`src/rtl/core/sib_pkg.sv`:
```
`timescale 1ns / 1ps
// ----------------------------------------------------------------------------
// sib_pkg
// Types and constants shared by the inverse S-box table builder and its
// checker.
// ----------------------------------------------------------------------------
package sib_pkg;

	localparam int MAX_BITS = 8;
	localparam int DEPTH    = 1 << MAX_BITS;
	localparam int CNT_W    = MAX_BITS + 1;
	localparam int CFG_W    = 4;
	localparam int PADDR_W  = 3;
	localparam int PDATA_W  = 32;

	typedef enum logic [1:0] {
		REQ_LOAD    = 2'd0,
		REQ_READ    = 2'd1,
		REQ_RESTART = 2'd2
	} req_kind_t;

	typedef enum logic [1:0] {
		ST_OK         = 2'd0,
		ST_INCOMPLETE = 2'd1,
		ST_NOT_INV    = 2'd2,
		ST_PAST_END   = 2'd3
	} status_t;

	typedef enum logic [0:0] {
		REG_IN_BITS  = 1'b0,
		REG_OUT_BITS = 1'b1
	} reg_idx_t;

	typedef struct packed {
		logic [1:0]          req_type;
		logic [MAX_BITS-1:0] entry_value;
		logic [MAX_BITS-1:0] query_index;
	} req_t;

	typedef struct packed {
		logic [MAX_BITS-1:0] inverse_value;
		logic [1:0]          status;
	} rsp_t;

	// Saturate a width register to 1..MAX_BITS and return the table size.
	function automatic logic [CNT_W-1:0] width_to_size(input logic [CFG_W-1:0] raw);
		logic [CNT_W-1:0] one;
		logic [CFG_W-1:0] n;
		one = CNT_W'(1);
		if (raw < CFG_W'(1))
			n = CFG_W'(1);
		else if (raw > CFG_W'(MAX_BITS))
			n = CFG_W'(MAX_BITS);
		else
			n = raw;
		return one << n;
	endfunction

endpackage

```
`src/rtl/core/sbox_inverse_builder.sv`:
```
`timescale 1ns / 1ps
// ----------------------------------------------------------------------------
// sbox_inverse_builder
// Builds the inverse permutation of an S-box while the forward table loads.
//
// Usage: each request (req_valid/req_ready, payload req) is a load of the
// next forward entry, a read of the inverse at an index, or a restart.
// Every request gives exactly one response on rsp_valid/rsp_ready, in order.
// The table widths in_bits and out_bits are set through the APB port while
// no request is in flight; a restart should follow a width change.
// Path: a taken request passes the memory read stage and then the response
// register. Throughput: one request per cycle unless the receiver stalls;
// the inverse table is a single-port memory with at most one access per
// request and the written flags are flip-flops, so every request finishes
// its state update in the cycle it is taken.
// The response register and the memory read stage form a two-deep queue;
// when the receiver stalls, requests are taken until both are full, then
// req_ready drops until rsp_ready returns.
// Reset clears the written flags, load count, not-invertible flag and
// pipeline valids, and sets both widths to eight; the inverse memory is
// left as is, and a value read from an unwritten entry is never returned.
// ----------------------------------------------------------------------------
module sbox_inverse_builder
	import sib_pkg::*;
(
	input  logic               clk,
	input  logic               arst_n,
	input  logic               req_valid,
	output logic               req_ready,
	input  req_t               req,
	output logic               rsp_valid,
	input  logic               rsp_ready,
	output rsp_t               rsp,
	input  logic               psel,
	input  logic               penable,
	input  logic               pwrite,
	input  logic [PADDR_W-1:0] paddr,
	input  logic [PDATA_W-1:0] pwdata,
	output logic [PDATA_W-1:0] prdata,
	output logic               pready
);

	logic [CFG_W-1:0]    in_bits_q;
	logic [CFG_W-1:0]    out_bits_q;
	logic [DEPTH-1:0]    mask_q;
	logic [CNT_W-1:0]    count_q;
	logic                flag_q;

	logic [MAX_BITS-1:0] inv_mem [DEPTH];
	logic [MAX_BITS-1:0] rd_data_s1;
	logic                valid_s1;
	logic                use_mem_s1;
	logic [1:0]          status_s1;

	logic                rsp_valid_q;
	rsp_t                rsp_q;

	logic                accept;
	logic                adv_s1;
	logic                cfg_wr;
	reg_idx_t            cfg_idx;

	logic [CNT_W-1:0]    size;
	logic [CNT_W-1:0]    out_range;
	logic [CNT_W-1:0]    val_ext;
	logic [MAX_BITS-1:0] rd_idx;
	logic                is_load;
	logic                is_read;
	logic                is_restart;
	logic                full;
	logic                bad_val;
	logic                dup_val;
	logic                store_ok;
	logic                flag_next;
	logic [1:0]          status_now;
	logic                use_mem_now;

	// APB access
	assign pready  = 1'b1;
	assign cfg_wr  = psel && penable && pwrite;
	assign cfg_idx = reg_idx_t'(paddr[2]);

	always_comb begin
		prdata = '0;
		case (cfg_idx)
			REG_IN_BITS:  prdata = PDATA_W'(in_bits_q);
			REG_OUT_BITS: prdata = PDATA_W'(out_bits_q);
			default:      prdata = '0;
		endcase
	end

	always_ff @(posedge clk or negedge arst_n) begin
		if (!arst_n) begin
			in_bits_q  <= CFG_W'(MAX_BITS);
			out_bits_q <= CFG_W'(MAX_BITS);
		end else if (cfg_wr) begin
			case (cfg_idx)
				REG_IN_BITS:  in_bits_q  <= pwdata[CFG_W-1:0];
				REG_OUT_BITS: out_bits_q <= pwdata[CFG_W-1:0];
				default:      ;
			endcase
		end
	end

	// Handshake
	assign adv_s1    = valid_s1 && (!rsp_valid_q || rsp_ready);
	assign req_ready = !valid_s1 || adv_s1;
	assign accept    = req_valid && req_ready;

	// Request decode
	assign is_load    = (req.req_type == REQ_LOAD);
	assign is_read    = (req.req_type == REQ_READ);
	assign is_restart = (req.req_type == REQ_RESTART);
	assign size       = width_to_size(in_bits_q);
	assign out_range  = width_to_size(out_bits_q);
	assign val_ext    = CNT_W'(req.entry_value);
	assign rd_idx     = req.query_index & MAX_BITS'(size - CNT_W'(1));
	assign full       = (count_q >= size);
	assign bad_val    = (val_ext >= out_range) || (val_ext >= size);
	assign dup_val    = mask_q[req.entry_value];
	assign store_ok   = is_load && !full && !bad_val && !dup_val;
	assign flag_next  = flag_q || bad_val || dup_val;

	always_comb begin
		status_now  = ST_OK;
		use_mem_now = 1'b0;
		if (is_load) begin
			if (full)
				status_now = ST_PAST_END;
			else if (flag_next)
				status_now = ST_NOT_INV;
		end else if (is_read) begin
			if ((in_bits_q != out_bits_q) || flag_q)
				status_now = ST_NOT_INV;
			else if ((count_q < size) || !mask_q[rd_idx])
				status_now = ST_INCOMPLETE;
			else
				use_mem_now = 1'b1;
		end
	end

	// Load state
	always_ff @(posedge clk or negedge arst_n) begin
		if (!arst_n) begin
			mask_q  <= '0;
			count_q <= '0;
			flag_q  <= 1'b0;
		end else if (accept) begin
			if (is_restart) begin
				mask_q  <= '0;
				count_q <= '0;
				flag_q  <= 1'b0;
			end else if (is_load && !full) begin
				count_q <= count_q + CNT_W'(1);
				flag_q  <= flag_next;
				if (store_ok)
					mask_q[req.entry_value] <= 1'b1;
			end
		end
	end

	// Inverse memory: write on good load, read on read request
	always_ff @(posedge clk) begin
		if (accept && store_ok)
			inv_mem[req.entry_value] <= count_q[MAX_BITS-1:0];
	end

	always_ff @(posedge clk) begin
		if (accept && is_read)
			rd_data_s1 <= inv_mem[rd_idx];
	end

	// Stage 1
	always_ff @(posedge clk or negedge arst_n) begin
		if (!arst_n)
			valid_s1 <= 1'b0;
		else if (accept)
			valid_s1 <= 1'b1;
		else if (adv_s1)
			valid_s1 <= 1'b0;
	end

	always_ff @(posedge clk) begin
		if (accept) begin
			status_s1  <= status_now;
			use_mem_s1 <= use_mem_now;
		end
	end

	// Response register
	always_ff @(posedge clk or negedge arst_n) begin
		if (!arst_n)
			rsp_valid_q <= 1'b0;
		else if (adv_s1)
			rsp_valid_q <= 1'b1;
		else if (rsp_ready)
			rsp_valid_q <= 1'b0;
	end

	always_ff @(posedge clk) begin
		if (adv_s1) begin
			rsp_q.status        <= status_s1;
			rsp_q.inverse_value <= use_mem_s1 ? rd_data_s1 : '0;
		end
	end

	assign rsp_valid = rsp_valid_q;
	assign rsp       = rsp_q;

endmodule

```
`config.mk`:
```
export PLATFORM = sky130hd
export DESIGN_NAME = sbox_inverse_builder
export DESIGN_NICKNAME = d
export VERILOG_FILES = /design/src/rtl/core/sib_pkg.sv /design/src/rtl/core/sbox_inverse_builder.sv
export SDC_FILE = /design/constraint.sdc
export NUM_CORES = 2
export LEC_CHECK = 0
export ABC_CLOCK_PERIOD_IN_PS = 7050
export BUFFER_PORTS_ARGS = -buffer_cell sky130_fd_sc_hd__buf_4
export CAP_MARGIN = 20
export CORE_UTILIZATION = 50
export DETAILED_ROUTE_END_ITERATION = 7
export HOLD_SLACK_MARGIN = 0.08
export PLACE_DENSITY = 0.68
export SYNTH_ARGS = -nofsm -noshare
export SYNTH_HDL_FRONTEND = slang
export SYNTH_SLANG_ARGS = --single-unit
```
`constraint.sdc`:
```
create_clock -name clk -period 7.05 [get_ports clk]
set_input_delay 0.3525 -clock clk [delete_from_list [all_inputs] [get_ports clk]]
set_output_delay 0.3525 -clock clk [all_outputs]
set_load 0.02 [all_outputs]
```
==> flow_summary.json <==
{
  "critPathCaptureType": "flop",
  "hold_viol": 0,
  "die_area_mm2": 0.193,
  "portBuffers": 45,
  "hold_class": "input port to asynchronous set/reset pin",
  "drt_iter0_drc": 7789,
  "nets": 5773,
  "row_count": 160,
  "yosysWarnings": 0,
  "path_buf_inv": 2,
  "regToRegStartpoint": "in_bits_q[3]",
  "gr-total-overflow": 0,
  "grt_pass1_vias": 54100,
  "fin_setup_tns_ns": 0,
  "period_share_pct": 80.2,
  "syn_area_mm2": 0.0957,
  "die_w_um": 440,
  "hpwl_mm": 173,
  "vias": 55200,
  "cpLargestDelayFamily": "multiplexers",
  "setup_violations": 0,
  "clock_latency_ns": 0.89,
  "timing.hold.ws_ns": 0.144,
  "r2r_cells": 14,
  "status": "finished clean",
  "root_buffer": "clkbuf_16",
  "ir_drop_mv": 0.274,
  "clk_path_buf_depth": 3,
  "yosysUniqueCellTypes": 73,
  "ant_nets": 0,
  "synth_edf_count": 2069,
  "grt_use_total_pct": 28.5,
  "met3_usage_pct": 7.72,
  "grt_pass1_wl_mm": 391,
  "fmax_mhz": 177,
  "start_kind": "flop",
  "ys.flop_type": "edfxtp_1",
  "yosysSeqAreaShare_pct": 72.1,
  "antenna_found_initial": 19,
  "reg2reg_to": "rd_data_s1[6]",
  "post_cts_resized": 0,
  "regToRegSetupSlack_ns": 1.40,
  "avgSynthCellArea_um2": 17.3,
  "cp_cell_sequence": "nor2_1, nand2_1, ha_1, nand2_1, mux2i_4, buf_12, buf_4, mux4_2, mux2_2, o21ai_0, a222oi_1, nor2_1, nor4_1, a31o_2",
  "use_met2_pct": 42.9,
  "worstPathRequired_ns": 7.69,
  "worst_path_largest_cell_delay_ns": 0.81,
  "maxSlewViolCount": 0,
  "crit_fanout": 45,
  "io_pins": 105,
  "die_y_um": 440,
  "drc": 0,
  "max_slew_margin_pct": 22.0,
  "synth_area_leader_cell": "edfxtp_1",
  "yosysTopAreaCellShare_pct": 64.9,
  "htree_levels": 4,
  "wl_per_cell_um": 32.7,
  "clock_sinks": 2345,
  "synthToLayoutAreaGrowth_pct": 12.2,
  "syn_inst": 5522,
  "dr.pass1.iters": 6,
  "initial_utilization_pct": 50.3,
  "async_flop_share_pct": 11.8,
  "skew_ns": 0.0568,
  "period_minus_slack_ns": 5.65,
  "grt_max_degree": 164,
  "critPathKind": "flop to flop",
  "routabilityCongestion": 0.932,
  "tightest_slew_ns": 1.17,
  "wl_mm": 274,
  "numCtsBuffers": 224,
  "critPathLaunch": "in_bits_q[3]",
  "core_area_mm2": 0.190,
  "p_per_area_mw_per_mm2": 292,
  "cp_data_arrival_time_ns": 6.29,
  "synth_area_leaders": "edfxtp_1 65%, mux4_2 14%, dfrtp_1 7.2%, nand2_1 3.0%, o21ai_0 1.3%",
  "cts_tree": "built",
  "drive_above_1_share_pct": 21.5,
  "rsz0062_at_grt": "false",
  "synth_seq_cells": 2345,
  "grt.met1_usage_pct": 38.7,
  "crit_path_top_delay_cell": "mux2i_4",
  "max_cap_viol_count": 0,
  "clkTransAtPathRegs_ns": 0.07,
  "leakagePower_nw": 34.5,
  "via_per_inst": 6.57,
  "busiest_layer": "met2"
}
[cells by family (layout without fill, tap and decap cells)]
group	Yosys count	in the layout	synth area share [%]
DFF	2345	2345	72.1
buffers and inverters	396	726	1.85
adders and majority gates	27	27	0.353
muxes	684	684	15.0
AOI/OAI and AO/OA	643	643	4.33
other	2	37	0.00785
xor gates and xnor gates	11	11	0.101
and+or+nand+nor	1414	1414	6.24
[metal layers]
| layer | vias to the layer above | part of all wire [%] |
|---|---|---|
| met4 | 18 | 5.5 |
| met1 | 28700 | 37 |
| met5 | - | 0.048 |
| li1 | 22200 | - |
| met3 | 745 | 12 |
| met2 | 3549 | 46 |
[power breakdown]
part / switching, W / internal (W) / leakage (nW)
registers: 0.000129 / 0.0155 / 22.2
clock network: 0.00533 / 0.00687 / 3.61
logic: 0.00260 / 0.000894 / 8.67
total: 0.00806 / 0.0233 / 34.5
[placed cells by master (no fill, tap or decap), types with 26 or more instances in the layout]
| cell | netlist | layout |
|---|---|---|
| a21oi_1 | 54 | 54 |
| a31oi_1 | 42 | 42 |
| a32oi_1 | 39 | 38 |
| buf_4 | 35 | 241 |
| bufinv_16 | 0 | 26 |
| clkbuf_1 | 191 | 37 |
| clkbuf_16 | 0 | 224 |
| clkinv_1 | 0 | 62 |
| clkinv_2 | 0 | 39 |
| conb_1 | 2 | 33 |
| dfrtp_1 | 274 | 266 |
| edfxtp_1 | 2069 | 2069 |
| ha_1 | 27 | 27 |
| mux2i_1 | 68 | 67 |
| mux4_2 | 597 | 597 |
| nand2_1 | 765 | 762 |
| nand3_1 | 136 | 136 |
| nor2_1 | 329 | 322 |
| nor3_1 | 48 | 47 |
| o21a_1 | 33 | 30 |
| o21ai_0 | 250 | 247 |
| o22ai_1 | 32 | 32 |
[state kept, by name, summed over array words and instances, names as in the netlist]
| name | count |
|---|---|
| rsp | 10 |
| inv_mem | 2048 |
| valid_s1 | 1 |
| count_q | 9 |
| in_bits_q | 4 |
| rsp_valid | 1 |
| status_s1 | 2 |
| out_bits_q | 4 |
| use_mem_s1 | 1 |
| flag_q | 1 |
| rd_data_s1 | 8 |
| mask_q | 256 |
[layout make-up]
type / count / area (µm²)
antenna: 4 / 10.0
clock buffer: 266 / 5810
clock inverter: 157 / 1650
fill: 14300 / 82800
inverter: 15 / 56.3
multi-input combinational: 2812 / 25200
sequential: 2345 / 69100
tap: 2511 / 3140
timing repair buffer: 288 / 2480
[what timing repair did]
action,4_1_cts,5_1_grt
hold buffers,23,0
setup buffers,0,0
setup endpoints to repair,0,0
endpoints found under the hold margin,159,0
[worst max path at each step]
stage | to | slack (ns) | depth (start not counted)
CTS | rd_data_s1[2] | 1.33 | 10
finish | rd_data_s1[6] | 1.40 | 14
detailed placement | rd_data_s1[2] | 1.35 | 10
global route | rd_data_s1[6] | 1.36 | 14
floorplan | inv_mem[66][0] | 0.46 | 13
global placement | rd_data_s1[2] | 1.38 | 10
[worst register-to-register path, stage by stage, from the launching register on]
cell and delay, ns:
dfstp_2 0.77, nor2_1 0.10, nand2_1 0.18, ha_1 0.34
nand2_1 0.17, mux2i_4 0.81, buf_12 0.36, buf_4 0.67
mux4_2 0.41, mux2_2 0.27, o21ai_0 0.62, a222oi_1 0.17
nor2_1 0.14, nor4_1 0.12, a31o_2 0.27
[through the flow]
step,power (W),worst slack [ns],util (%),area (µm²),std cells
after floorplan,0.0177,0.460,-,95800,5553
after global placement,0.0192,1.38,52.4,99700,7945
after detailed placement,0.0193,1.35,52.4,99700,7945
after CTS,0.0313,1.33,56.5,107000,8391
after global routing,0.0320,1.36,56.5,107000,8395
final,0.0313,1.40,56.5,107000,8398
[cells in the mapped netlist, types with 42 or more instances]
master    count
mux2i_1      68
nor2_1      329
a31oi_1      42
o21ai_0     250
nor3_1       48
clkbuf_1    191
nand2_1     765
mux4_2      597
nand3_1     136
a21oi_1      54
buf_1        54
buf_2        97
dfrtp_1     274
edfxtp_1   2069
No activity file was read; power rests on OpenSTA's default activity.
